[src/rtl/core/dgps_pkg.sv]
// Package for the dual gain PID steering block: field widths, clamp limits,
// register indexes and the sequencer state type. No dependencies.
package dgps_pkg;

  localparam int unsigned ERR_W       = 5;   // error sample
  localparam int unsigned GAIN_W      = 11;  // every gain register
  localparam int unsigned INT_W       = 4;   // clamped integral
  localparam int unsigned CLAMP_W     = 10;  // integral before clamping
  localparam int unsigned DIFF_W      = 6;   // error change
  localparam int unsigned DTERM_W     = 11;  // minus ten times the change
  localparam int unsigned TERM_W      = 12;  // one partial product step
  localparam int unsigned SUM_W       = 20;  // kp*e + ki*i - kd*d
  localparam int unsigned ACC_W       = SUM_W + 1;
  localparam int unsigned CMD_W       = 30;
  localparam int unsigned CNT_W       = 4;
  localparam int unsigned CFG_IDX_W   = 3;
  localparam int unsigned IN_TDATA_W  = 8;
  localparam int unsigned OUT_TDATA_W = 40;

  localparam logic signed [CLAMP_W-1:0] INT_LOW  = -10'sd5;
  localparam logic signed [CLAMP_W-1:0] INT_HIGH = 10'sd5;
  localparam logic signed [ERR_W-1:0]   NO_BEACON_CODE = -5'sd4;

  localparam logic [CFG_IDX_W-1:0] REG_SOURCE_SELECT     = 3'd0;
  localparam logic [CFG_IDX_W-1:0] REG_TOTAL_GAIN        = 3'd1;
  localparam logic [CFG_IDX_W-1:0] REG_LINE_PROP_GAIN    = 3'd2;
  localparam logic [CFG_IDX_W-1:0] REG_LINE_INT_GAIN     = 3'd3;
  localparam logic [CFG_IDX_W-1:0] REG_LINE_DERIV_GAIN   = 3'd4;
  localparam logic [CFG_IDX_W-1:0] REG_BEACON_PROP_GAIN  = 3'd5;
  localparam logic [CFG_IDX_W-1:0] REG_BEACON_INT_GAIN   = 3'd6;
  localparam logic [CFG_IDX_W-1:0] REG_BEACON_DERIV_GAIN = 3'd7;

  localparam logic [CNT_W-1:0] LAST_BIT = CNT_W'(GAIN_W - 1);

  typedef enum logic [3:0] {
    ST_IDLE  = 4'b0001,
    ST_PID   = 4'b0010,
    ST_SCALE = 4'b0100,
    ST_DONE  = 4'b1000
  } state_e;

endpackage

[src/rtl/core/dual_gain_pid_steering.sv]
// Dual gain PID steering controller, top level.
// Depends on dgps_pkg.
//
// Takes one error sample per beat and returns one drive command per beat.
// Both products are formed bit-serially over the 11 gain bits through one
// shared accumulator: the PID sum in ST_PID, then the total gain in
// ST_SCALE, then a hand-off in ST_DONE that loads the output register.
// The input reopens as the result is loaded. A new sample is taken
// only once the previous one has reached the output register, so a result
// held by a stalled output blocks the input.
module dual_gain_pid_steering
  import dgps_pkg::*;
(
  input  logic                   clk_i,
  input  logic                   rst_ni,
  input  logic                   cfg_we_i,
  input  logic [CFG_IDX_W-1:0]   cfg_idx_i,
  input  logic [GAIN_W-1:0]      cfg_data_i,
  input  logic                   s_axis_tvalid,
  output logic                   s_axis_tready,
  input  logic [IN_TDATA_W-1:0]  s_axis_tdata,   // [4:0] error_value
  output logic                   m_axis_tvalid,
  input  logic                   m_axis_tready,
  output logic [OUT_TDATA_W-1:0] m_axis_tdata    // [29:0] drive_command, [34:30] used_error
);

  logic                     src_sel_q;
  logic signed [GAIN_W-1:0] tot_gain_q;
  logic signed [GAIN_W-1:0] line_kp_q, line_ki_q, line_kd_q;
  logic signed [GAIN_W-1:0] bcn_kp_q, bcn_ki_q, bcn_kd_q;

  always_ff @(posedge clk_i or negedge rst_ni) begin
    if (!rst_ni) begin
      src_sel_q  <= 1'b0;
      tot_gain_q <= GAIN_W'(1);
      line_kp_q  <= '0;
      line_ki_q  <= '0;
      line_kd_q  <= '0;
      bcn_kp_q   <= '0;
      bcn_ki_q   <= '0;
      bcn_kd_q   <= '0;
    end else if (cfg_we_i) begin
      unique case (cfg_idx_i)
        REG_SOURCE_SELECT:     src_sel_q  <= cfg_data_i[0];
        REG_TOTAL_GAIN:        tot_gain_q <= cfg_data_i;
        REG_LINE_PROP_GAIN:    line_kp_q  <= cfg_data_i;
        REG_LINE_INT_GAIN:     line_ki_q  <= cfg_data_i;
        REG_LINE_DERIV_GAIN:   line_kd_q  <= cfg_data_i;
        REG_BEACON_PROP_GAIN:  bcn_kp_q   <= cfg_data_i;
        REG_BEACON_INT_GAIN:   bcn_ki_q   <= cfg_data_i;
        REG_BEACON_DERIV_GAIN: bcn_kd_q   <= cfg_data_i;
        default: ;
      endcase
    end
  end

  state_e                    state_q, state_d;
  logic [CNT_W-1:0]          cnt_q, cnt_d;
  logic signed [INT_W-1:0]   integ_q, integ_d;
  logic signed [ERR_W-1:0]   last_q, last_d;
  logic signed [DTERM_W-1:0] dterm_q, dterm_d;
  logic [GAIN_W-1:0]         kp_sr_q, kp_sr_d, ki_sr_q, ki_sr_d, kd_sr_q, kd_sr_d;
  logic [GAIN_W-1:0]         tg_sr_q, tg_sr_d;
  logic signed [SUM_W-1:0]   mcand_q, mcand_d;
  logic signed [ACC_W-1:0]   hi_q, hi_d;
  logic [GAIN_W-1:0]         lo_q, lo_d;
  logic signed [CMD_W-1:0]   res_q, res_d;
  logic                      out_vld_q, out_vld_d;
  logic signed [CMD_W-1:0]   out_cmd_q, out_cmd_d;
  logic signed [ERR_W-1:0]   out_err_q, out_err_d;

  // sample front end
  logic signed [ERR_W-1:0]   err_in, err_map;
  logic signed [CLAMP_W-1:0] int_raw;
  logic signed [DIFF_W-1:0]  diff;
  logic signed [INT_W-1:0]   int_clamped;
  logic                      in_acc;

  assign err_in = s_axis_tdata[ERR_W-1:0];
  assign err_map = (src_sel_q && (err_in == NO_BEACON_CODE)) ? '0 : err_in;
  assign int_raw = CLAMP_W'(integ_q) + (CLAMP_W'(err_map) <<< 3) + (CLAMP_W'(err_map) <<< 1);
  assign int_clamped = (int_raw < INT_LOW)  ? INT_W'(INT_LOW)  :
                       (int_raw > INT_HIGH) ? INT_W'(INT_HIGH) : INT_W'(int_raw);
  assign diff = DIFF_W'(err_map) - DIFF_W'(last_q);
  assign in_acc = s_axis_tvalid && s_axis_tready;

  // shared serial accumulator step
  logic                      last_bit;
  logic signed [TERM_W-1:0]  term;
  logic signed [SUM_W:0]     mc_neg;
  logic signed [ACC_W:0]     addend, step_sum;
  logic signed [ACC_W-1:0]   hi_step;
  logic [GAIN_W-1:0]         lo_step;

  assign last_bit = (cnt_q == LAST_BIT);

  always_comb begin
    term = (kp_sr_q[0] ? TERM_W'(last_q)  : '0)
         + (ki_sr_q[0] ? TERM_W'(integ_q) : '0)
         + (kd_sr_q[0] ? TERM_W'(dterm_q) : '0);
    if (last_bit) begin
      term = -term;
    end
    mc_neg = last_bit ? -(SUM_W+1)'(mcand_q) : (SUM_W+1)'(mcand_q);
    if (state_q == ST_SCALE) begin
      addend = tg_sr_q[0] ? (ACC_W+1)'(mc_neg) : '0;
    end else begin
      addend = (ACC_W+1)'(term);
    end
  end

  assign step_sum = (ACC_W+1)'(hi_q) + addend;
  assign hi_step = step_sum[ACC_W:1];
  assign lo_step = {step_sum[0], lo_q[GAIN_W-1:1]};

  always_comb begin
    state_d   = state_q;
    cnt_d     = cnt_q;
    integ_d   = integ_q;
    last_d    = last_q;
    dterm_d   = dterm_q;
    kp_sr_d   = kp_sr_q;
    ki_sr_d   = ki_sr_q;
    kd_sr_d   = kd_sr_q;
    tg_sr_d   = tg_sr_q;
    mcand_d   = mcand_q;
    hi_d      = hi_q;
    lo_d      = lo_q;
    res_d     = res_q;
    out_vld_d = out_vld_q;
    out_cmd_d = out_cmd_q;
    out_err_d = out_err_q;

    if (m_axis_tvalid && m_axis_tready) begin
      out_vld_d = 1'b0;
    end

    unique case (state_q)
      ST_IDLE: begin
        if (in_acc) begin
          integ_d = int_clamped;
          last_d  = err_map;
          dterm_d = -((DTERM_W'(diff) <<< 3) + (DTERM_W'(diff) <<< 1));
          kp_sr_d = src_sel_q ? bcn_kp_q : line_kp_q;
          ki_sr_d = src_sel_q ? bcn_ki_q : line_ki_q;
          kd_sr_d = src_sel_q ? bcn_kd_q : line_kd_q;
          tg_sr_d = tot_gain_q;
          hi_d    = '0;
          lo_d    = '0;
          cnt_d   = '0;
          state_d = ST_PID;
        end
      end
      ST_PID: begin
        hi_d    = hi_step;
        lo_d    = lo_step;
        kp_sr_d = kp_sr_q >> 1;
        ki_sr_d = ki_sr_q >> 1;
        kd_sr_d = kd_sr_q >> 1;
        cnt_d   = cnt_q + CNT_W'(1);
        if (last_bit) begin
          mcand_d = {hi_step[SUM_W-GAIN_W-1:0], lo_step};
          hi_d    = '0;
          lo_d    = '0;
          cnt_d   = '0;
          state_d = ST_SCALE;
        end
      end
      ST_SCALE: begin
        hi_d    = hi_step;
        lo_d    = lo_step;
        tg_sr_d = tg_sr_q >> 1;
        cnt_d   = cnt_q + CNT_W'(1);
        if (last_bit) begin
          res_d   = {hi_step[CMD_W-GAIN_W-1:0], lo_step};
          state_d = ST_DONE;
        end
      end
      ST_DONE: begin
        if (!out_vld_q || m_axis_tready) begin
          out_vld_d = 1'b1;
          out_cmd_d = res_q;
          out_err_d = last_q;
          state_d   = ST_IDLE;
        end
      end
      default: state_d = ST_IDLE;
    endcase
  end

  always_ff @(posedge clk_i or negedge rst_ni) begin
    if (!rst_ni) begin
      state_q   <= ST_IDLE;
      cnt_q     <= '0;
      integ_q   <= '0;
      last_q    <= '0;
      out_vld_q <= 1'b0;
    end else begin
      state_q   <= state_d;
      cnt_q     <= cnt_d;
      integ_q   <= integ_d;
      last_q    <= last_d;
      out_vld_q <= out_vld_d;
    end
  end

  always_ff @(posedge clk_i) begin
    dterm_q   <= dterm_d;
    kp_sr_q   <= kp_sr_d;
    ki_sr_q   <= ki_sr_d;
    kd_sr_q   <= kd_sr_d;
    tg_sr_q   <= tg_sr_d;
    mcand_q   <= mcand_d;
    hi_q      <= hi_d;
    lo_q      <= lo_d;
    res_q     <= res_d;
    out_cmd_q <= out_cmd_d;
    out_err_q <= out_err_d;
  end

  assign s_axis_tready = (state_q == ST_IDLE);
  assign m_axis_tvalid = out_vld_q;
  assign m_axis_tdata  = {(OUT_TDATA_W-CMD_W-ERR_W)'(0), out_err_q, out_cmd_q};

endmodule

[config.mk]
export PLATFORM = sky130hd
export DESIGN_NAME = dual_gain_pid_steering
export DESIGN_NICKNAME = d
export VERILOG_FILES = /design/src/rtl/core/dgps_pkg.sv /design/src/rtl/core/dual_gain_pid_steering.sv
export SDC_FILE = /design/constraint.sdc
export NUM_CORES = 1
export LEC_CHECK = 0
export BUFFER_PORTS_ARGS = -buffer_cell sky130_fd_sc_hd__buf_4
export CAP_MARGIN = 20
export CORE_MARGIN = 3
export CORE_UTILIZATION = 56
export DETAILED_ROUTE_END_ITERATION = 16
export MAX_ROUTING_LAYER = met4
export PLACE_DENSITY_LB_ADDON = 0.1
export RECOVER_POWER = 25
export SETUP_SLACK_MARGIN = 0.4
export SKIP_CTS_REPAIR_TIMING = 1
export SYNTH_ARGS = -nofsm -noshare
export SYNTH_HDL_FRONTEND = slang
export SYNTH_SLANG_ARGS = --single-unit
[constraint.sdc]
create_clock -name clk_i -period 5.7 [get_ports clk_i]
set_input_delay 0.57 -clock clk_i [delete_from_list [all_inputs] [get_ports clk_i]]
set_output_delay 0.57 -clock clk_i [all_outputs]
set_load 0.05 [all_outputs]
==> impl_metrics.toml, run 1 <==
[outcome]
status = "finished, violations left"
violations = "max-capacitance violations, max-slew violations"

[critical_path]
cp-end-kind = "flip-flop"
cp.arrival_ns = 5.51
crit_required_ns = 5.99
r2r_slack_ns = 0.48
crit_fanout = 4
critPathLaunchType = "flip-flop"
rr_startpoint = "ki_sr_q[0]"
r2r_end = "hi_q[17]"
crit_type = "flip-flop to flip-flop"
r2r_cells = 19

[clock_network]
path_clk_slew_ns = 0.06
cts_made_buffers = 27
cts_max_level = 1
cts.sinks = 266
clockBufferDepth = 3
cts_tree = "yes"
worstSkewPairLatency_ns = 0.54
cts_root_buf = "clkbuf_16"

[global_route]
grt_antenna_before_repair = 1
grt_pass1_wl_um = 43800
grt_max_degree = 70
grt_use_met1 = 0.284
use_met2 = 0.352
grt_busiest_layer = "met2"
gr-total-overflow = 0
grt_use_total = 0.212
met3_usage = 0.0264
grt_pass1_vias = 8588

[logic_synthesis]
synth_edf_count = 170
syn_avg_cell_area_um2 = 12.1
yosysSeqAreaShare = 0.546
synth_warnings = 0
synthTopCellsByArea = "edfxtp_1 (37%), dfrtp_1 (17%), mux2_2 (7.0%), ha_1 (5.8%), nand2_1 (2.9%)"
ys_types = 70
synthArstFlopShare = 0.361
synth_top_cell_area_share = 0.371
yosysTopAreaCell = "edfxtp_1"
synthCells = 1134
synthXorXnorAreaFrac = 0.0376
synth_area_mm2 = 0.0138
synth_simple_gate_area_share = 0.109
synth_top_family_by_area = "simple AND/OR/NAND/NOR gates"
synth-seq-cells = 266
synth_ff_type = "edfxtp_1"
synthAdderAreaFrac = 0.0844
synth_most_common_cell = "edfxtp_1"
synth_compound_area_frac = 0.0995
synth_commonest_cells = "edfxtp_1 (170), nand2_1 (107), dfrtp_1 (94)"
synth_mux_area_frac = 0.0972

[die]
die_x_um = 163
io-pin-count = 69
fp.dieH_um = 163
row_count = 56
dieArea_mm2 = 0.0265
start_util = 0.578
coreArea_mm2 = 0.0238

[min_path]
hold_path_class = "input pin to flip-flop"
whs_endpoint = "line_kp_q[8]"
holdPathStages = 2
hold_start = "cfg_data_i[8]"

[final_layout]
syn2layout_area_growth_pct = 17.0
fin_nets = 1335
multi_input_area_mm2 = 0.00622
fillers = 1821
ff_latch_area_mm2 = 0.00751
drive_gt1_frac = 0.236

[place]
globalplace.congestion = 0.897
hpwlAfterDp_um = 18400
io_buffers = 60

[route]
wire_per_inst_um = 17.2
drt-initial-drc-count = 518
final_antenna_net_count = 0
routed_wl_um = 27000
drtPass1Iterations = 5
dr_total_vias = 8809
drc = 0
vias_per_cell = 5.62

[sta]
grt_setup_unrepaired = "true"
worstMarginPinSlew_ns = 2.62
finalMaxSlewViolations = 64
fin_skew_ns = 0.0159
max_clock_freq_mhz = 192
layout_min_cycle_time_ns = 5.22
period_share = 0.915
setup_viol = 0
hold_viol_final = 0
setup_tns_ns = 0
slew_headroom = -0.747

[run]
max_cap_violations = 2
-- kinds of logic (layout without fill, tap and decap cells) --
logic type               after synthesis  in the layout
AND/OR/NAND/NOR                      301            301
flip-flops                           266            266
multiplexers                         123            123
AO/OA/AOI/OAI                        210            210
adder cells (fa/ha/maj)               82             82
XOR/XNOR                              59             59
buffers and inverters                 92            201
other                                  1              6
-- state kept, by name (all words and copies together), names as in the netlist, 11 cells and up --
| signal | cells |
|---|---|
| out_cmd_q | 30 |
| res_q | 30 |
| hi_q | 21 |
| mcand_q | 20 |
| bcn_kd_q | 11 |
| bcn_ki_q | 11 |
| bcn_kp_q | 11 |
| kd_sr_q | 11 |
| ki_sr_q | 11 |
| kp_sr_q | 11 |
| line_kd_q | 11 |
| line_ki_q | 11 |
| line_kp_q | 11 |
| tg_sr_q | 11 |
| tot_gain_q | 11 |
-- cell type report --
type / count / area share
sequential: 266 / 0.467
clock inverter: 18 / 0.0186
timing repair buffer: 105 / 0.0485
antenna: 1 / 0.000155
tap: 319 / 0.0248
inverter: 46 / 0.0107
multi-input combinational: 780 / 0.387
clock buffer: 32 / 0.0438
-- metal layers --
layer	up-vias	routed length, um
li1	4294	-
met2	149	13500
met4	0	575
met5	-	0
met1	4320	11900
met3	46	965
-- placed cells by master, fill, tap and decap left out, types with 17 or more instances in the layout --
cell / synthesis / routed
buf_4: 5 / 95
ha_1: 64 / 54
o22ai_1: 23 / 19
and2_1: 45 / 41
fa_1: 18 / 17
xnor2_1: 33 / 33
dfrtp_1: 94 / 93
a21oi_1: 39 / 31
mux2_2: 85 / 84
inv_1: 45 / 44
nand2_1: 107 / 106
mux2i_1: 38 / 38
clkbuf_16: 0 / 27
o21ai_0: 67 / 61
xor2_1: 26 / 24
edfxtp_1: 170 / 170
nor2_1: 58 / 55
-- critical path: stages, from the launching register on --
cell and delay [ns]:
edfxtp_1 0.44, and2_4 0.20, fa_1 0.51, ha_4 0.20, fa_2 0.45, a21oi_4 0.19, o221ai_2 0.14, xor2_2 0.23
or2_4 0.28, o41ai_4 0.34, xnor2_1 0.20, o22ai_1 0.13, ha_1 0.40, buf_4 0.13, nand2_1 0.07, nor2_2 0.16
a311oi_2 0.11, buf_4 0.18, a32oi_4 0.28, mux2_4 0.32
-- worst max-delay path by stage --
stage	from	to	cells after the start
after floorplan	integ_q[3]	hi_q[18]	20
after global placement	kp_sr_q[0]	res_q[29]	20
after detailed placement	ki_sr_q[0]	hi_q[17]	20
after CTS	ki_sr_q[0]	hi_q[17]	20
after global routing	ki_sr_q[0]	hi_q[18]	20
final	ki_sr_q[0]	hi_q[17]	19
-- through the flow --
stage	hold WS (ns)	setup slack, ns	cell area, um2	util	cells
2_1_floorplan	0.274	0.401	13800	-	1138
3_3_place_gp	0.401	0.184	14600	0.614	1492
3_5_place_dp	0.405	0.104	14600	0.614	1492
4_1_cts	-0.0674	0.0654	15600	0.656	1542
5_1_grt	0.309	0.313	16100	0.676	1567
6_report	0.312	0.482	16100	0.676	1567
Power of run 1 is left out: the tool's default activity adds up to more than one toggle a clock period on the data nets, which glitch-free logic cannot reach.
==> inputs of run 2 (changes only) <==
--- a/config.mk
+++ b/config.mk
@@ -8,7 +8,8 @@
 export BUFFER_PORTS_ARGS = -buffer_cell sky130_fd_sc_hd__buf_4
 export CAP_MARGIN = 20
 export CORE_MARGIN = 3
-export CORE_UTILIZATION = 56
+export CORE_UTILIZATION = 58
+export CTS_BUF_LIST = sky130_fd_sc_hd__clkbuf_8
 export DETAILED_ROUTE_END_ITERATION = 16
 export MAX_ROUTING_LAYER = met4
 export PLACE_DENSITY_LB_ADDON = 0.1
==> impl_metrics.toml, run 2 (same netlist as run 1, synthesis figures left out) <==
[outcome]
status = "finished, violations left"
violations = "max-capacitance violations, max-slew violations"

[global_route]
grt_use_total = 0.218
grt_antenna_before_repair = 0
grt_pass1_vias = 8787
gr-total-overflow = 0
grt_pass1_wl_um = 44300
grt_max_degree = 70

[min_path]
holdPathStages = 3
hold_path_class = "input pin to flip-flop"

[critical_path]
crit_start = "ki_sr_q[0]"
rr_startpoint = "ki_sr_q[0]"
critPathLaunchType = "flip-flop"
cp-end-kind = "flip-flop"
crit_path_end = "hi_q[17]"
r2r_cells = 20
crit_type = "flip-flop to flip-flop"
r2r_slack_ns = 0.42
crit_fanout = 10
r2r_end = "hi_q[17]"
crit_required_ns = 6.00
cp.arrival_ns = 5.58

[route]
vias_per_cell = 5.65
dr_total_vias = 8981
final_antenna_net_count = 0
wire_per_inst_um = 17.4
drtPass1Iterations = 6
drt-initial-drc-count = 592
routed_wl_um = 27600
drc = 0

[final_layout]
fillers = 1708
diodes = 0
reg.largest.list = "out_cmd_q x30, res_q x30, hi_q x21"
drive_gt1_frac = 0.249
multi_input_area_mm2 = 0.00633
fin_nets = 1352
layout_commonest_cell = "edfxtp_1"
syn2layout_area_growth_pct = 16.4
layout_common_cells = "edfxtp_1 (170), nand2_1 (106), dfrtp_1 (93), buf_4 (93), mux2_2 (83)"
ff_latch_area_mm2 = 0.00751
final_cells = 1590

[clock_network]
worstSkewPairLatency_ns = 0.55
cts_max_level = 2
clockBufferDepth = 3
cts_tree = "yes"
path_clk_slew_ns = 0.06
cts_root_buf = "clkbuf_8"
cts.sinks = 266
cts_made_buffers = 45

[place]
hpwlAfterDp_um = 18700
globalplace.congestion = 0.883
dp.cells = 1488
io_buffers = 60

[sta]
period_share = 0.927
finalMaxSlewViolations = 64
setup_viol = 0
worstMarginPinSlew_ns = 2.65
setup_tns_ns = 0
hold_ws_ns = 0.325
grt_setup_unrepaired = "true"
max_clock_freq_mhz = 189
hold_viol_final = 0
fin_skew_ns = 0.0170
slew_headroom = -0.768
layout_min_cycle_time_ns = 5.28

[die]
io-pin-count = 69
die_x_um = 160
dieArea_mm2 = 0.0256
row_count = 55
coreArea_mm2 = 0.0230
start_util = 0.599
fp.dieH_um = 160

[run]
max_cap_violations = 2
[run 2: metrics by stage]
stage | cell area, um2 | setup slack [ns] | utilization
6_report | 16000 | 0.415 | 0.697
5_1_grt | 16000 | 0.242 | 0.697
4_1_cts | 15500 | 0.0791 | 0.673
3_5_place_dp | 14600 | 0.120 | 0.637
3_3_place_gp | 14600 | 0.237 | 0.636
2_1_floorplan | 13800 | 0.401 | -
[run 2: worst max-delay path, stage by stage (launching register included)]
cell and delay, ns:
edfxtp_1 0.42, and2_4 0.17, fa_1 0.47, ha_4 0.20
fa_2 0.42, a21oi_4 0.16, o22ai_2 0.12, nand4bb_4 0.24
and3_4 0.19, or2_2 0.32, mux2_4 0.40, o22ai_2 0.25
ha_4 0.27, a21oi_1 0.20, o21ai_2 0.10, a21oi_1 0.17
nor2_1 0.07, a311oi_2 0.23, buf_4 0.19, a32oi_4 0.13
mux2_4 0.32
[run 2: worst min path at each step]
stage / to / start / slack [ns]
after floorplan: bcn_kd_q[0] / rst_ni / 0.27
after global placement: out_cmd_q[20] / res_q[20] / 0.40
after detailed placement: out_cmd_q[19] / res_q[19] / 0.40
after CTS: line_kp_q[0] / rst_ni / -0.09
after global routing: line_kd_q[10] / cfg_data_i[10] / 0.31
final: last_q[1] / s_axis_tdata[1] / 0.33
[run 2: per-layer routing]
layer / wire length (um) / GRT usage / part of all wire
met2: 13800 / 0.368 / 0.50
met5: 0 / - / 0
met3: 1010 / 0.0306 / 0.036
met1: 12200 / 0.280 / 0.44
met4: 548 / 0.0576 / 0.020
[run 2: area by class of cell]
class | count | area share
Sequential cell | 266 | 0.469
Multi-Input combinational cell | 780 | 0.395
Timing Repair Buffer | 104 | 0.0493
Clock buffer | 50 | 0.0430
Tap cell | 313 | 0.0245
Inverter | 46 | 0.0108
Clock inverter | 31 | 0.00836
Power of run 2 is left out for the same reason.
==> inputs of run 3 (changes only) <==
--- a/config.mk
+++ b/config.mk
@@ -5,10 +5,13 @@
 export SDC_FILE = /design/constraint.sdc
 export NUM_CORES = 1
 export LEC_CHECK = 0
+export ABC_AREA = 1
 export BUFFER_PORTS_ARGS = -buffer_cell sky130_fd_sc_hd__buf_4
 export CAP_MARGIN = 20
+export CELL_PAD_IN_SITES_DETAIL_PLACEMENT = 0
+export CELL_PAD_IN_SITES_GLOBAL_PLACEMENT = 1
 export CORE_MARGIN = 3
-export CORE_UTILIZATION = 58
+export CORE_UTILIZATION = 54
 export CTS_BUF_LIST = sky130_fd_sc_hd__clkbuf_8
 export DETAILED_ROUTE_END_ITERATION = 16
 export MAX_ROUTING_LAYER = met4
==> constraint.sdc (replaced) <==
create_clock -name clk_i -period 6.2 [get_ports clk_i]
set_input_delay 0.62 -clock clk_i [delete_from_list [all_inputs] [get_ports clk_i]]
set_output_delay 0.62 -clock clk_i [all_outputs]
set_load 0.05 [all_outputs]
==> impl_metrics.toml, run 3 <==
[die]
dieArea_mm2 = 0.0280
die_x_um = 167
start_util = 0.554
io-pin-count = 69
coreArea_mm2 = 0.0253
row_count = 58
fp.dieH_um = 167

[sta]
worstMarginPinSlew_ns = 1.78
setup_viol = 0
finalMaxSlewViolations = 68
hold_ws_ns = 0.316
slew_headroom = -0.188
period_share = 0.843
layout_min_cycle_time_ns = 5.23
max_clock_freq_mhz = 191
hold_viol_final = 0
grt_setup_unrepaired = "false"
fin_skew_ns = 0.0172
setup_tns_ns = 0

[logic_synthesis]
synth_commonest_cells = "nand2_1 (365), inv_1 (184), edfxtp_1 (170)"
synthTopCellsByArea = "edfxtp_1 (36%), dfrtp_1 (17%), nand2_1 (9.8%), ha_1 (5.7%), inv_1 (4.9%)"
synth_edf_count = 170
yosysTopAreaCell = "edfxtp_1"
synthArstFlopShare = 0.361
synth_ff_type = "edfxtp_1"
yosysSeqAreaShare = 0.535
synth_warnings = 0
synth_most_common_cell = "nand2_1"
synthCells = 1519
ys_types = 53
synth_area_mm2 = 0.0140
synth_top_cell_area_share = 0.364
synth-seq-cells = 266
syn_avg_cell_area_um2 = 9.24

[clock_network]
cts_root_buf = "clkbuf_8"
worstSkewPairLatency_ns = 0.56
cts_max_level = 2
cts.sinks = 266
cts_tree = "yes"
path_clk_slew_ns = 0.06
cts_made_buffers = 44
clockBufferDepth = 3

[outcome]
status = "finished, violations left"
violations = "max-capacitance violations, max-slew violations"

[final_layout]
fin_nets = 1703
layout_commonest_cell = "nand2_1"
design_area_mm2 = 0.0157
diodes = 0
syn2layout_area_growth_pct = 11.9
reg.largest.list = "out_cmd_q x30, res_q x30, hi_q x21"
final_cells = 1959
fillers = 2256
drive_gt1_frac = 0.110
layout_common_cells = "nand2_1 (365), inv_1 (193), edfxtp_1 (170), nor2_1 (158), o21ai_0 (110)"

[route]
final_antenna_net_count = 0
drc = 0
drtPass1Iterations = 7
vias_per_cell = 5.22
routed_wl_um = 30100
wire_per_inst_um = 15.4
dr_total_vias = 10200
drt-initial-drc-count = 717

[run]
max_cap_violations = 2

[place]
hpwlAfterDp_um = 21000
globalplace.congestion = 0.874
dpl_cell_area_mm2 = 0.0148
io_buffers = 60
dp.cells = 1876

[critical_path]
crit_fanout = 8
cp.arrival_ns = 5.54
critPathLaunchType = "flip-flop"
crit_required_ns = 6.52
crit_type = "flip-flop to flip-flop"
cp-end-kind = "flip-flop"

[min_path]
hold_path_class = "input pin to flip-flop"

[global_route]
grt_use_total = 0.225
grt_antenna_before_repair = 0
grt_pass1_vias = 10000
gr-total-overflow = 0
grt_pass1_wl_um = 50300
grt_max_degree = 69
run 3: worst paths after layout:
| kind | cells past startpoint | startpoint | to | slack [ns] |
|---|---|---|---|---|
| max | 24 | integ_q[3] | hi_q[15] | 0.97 |
| min | 2 | m_axis_tready | m_axis_tvalid | 0.32 |
| max reg2reg | 24 | integ_q[3] | hi_q[15] | 0.97 |
| min reg2reg | 0 | res_q[16] | out_cmd_q[16] | 0.42 |
| max in group asynchronous | 3 | rst_ni | last_q[3] | 3.48 |
| min in group asynchronous | 2 | rst_ni | line_ki_q[8] | 1.04 |
run 3: area by class of cell:
class                      count  area [um2]  share of cell area
tap                          330         413              0.0263
sequential                   266        7510               0.478
multi-input combinational   1018        5620               0.358
timing repair buffer          76         571              0.0363
clock buffer                  47         647              0.0412
clock inverter                34         243              0.0154
inverter                     188         706              0.0449
run 3: cell families after synthesis:
| kind of cell | share of synthesized area |
|---|---|
| buffers and inverters | 0.0668 |
| other | 0.000267 |
| muxes | 0.000713 |
| xor gates and xnor gates | 0.0225 |
| and+or+nand+nor | 0.198 |
| adders and majority gates | 0.0827 |
| AOI/OAI and AO/OA | 0.0944 |
| DFF | 0.535 |
run 3: worst max-delay path, cell delays in order, from the launching register on:
cell and delay, ns:
dfrtp_1 0.61, nand2_1 0.19, inv_1 0.34, fa_1 0.50, ha_1 0.37, a21oi_1 0.32
nor2_1 0.09, nor2_2 0.12, nand2_1 0.08, nand2_1 0.06, nand2_1 0.09, nor2_1 0.11
nand2_1 0.08, nand3_1 0.07, nand2_1 0.10, a21oi_1 0.35, ha_1 0.37, nand2_2 0.17
inv_1 0.05, a21boi_0 0.16, nand2_1 0.09, a21oi_1 0.27, o21bai_2 0.10, xor2_1 0.16
and2_1 0.15
run 3: per-stage QoR:
step                      setup WS, ns   util
after floorplan                   1.74      -
after global placement            1.01  0.585
after detailed placement         0.977  0.585
after CTS                        0.931  0.620
after global routing             0.468  0.620
final                            0.973  0.620
run 3: layer usage:
| layer | wire, um | track usage |
|---|---|---|
| met5 | 0 | - |
| met4 | 613 | 0.0562 |
| met3 | 1380 | 0.0333 |
| met2 | 13600 | 0.347 |
| met1 | 14500 | 0.321 |
Power of run 3 is left out for the same reason.
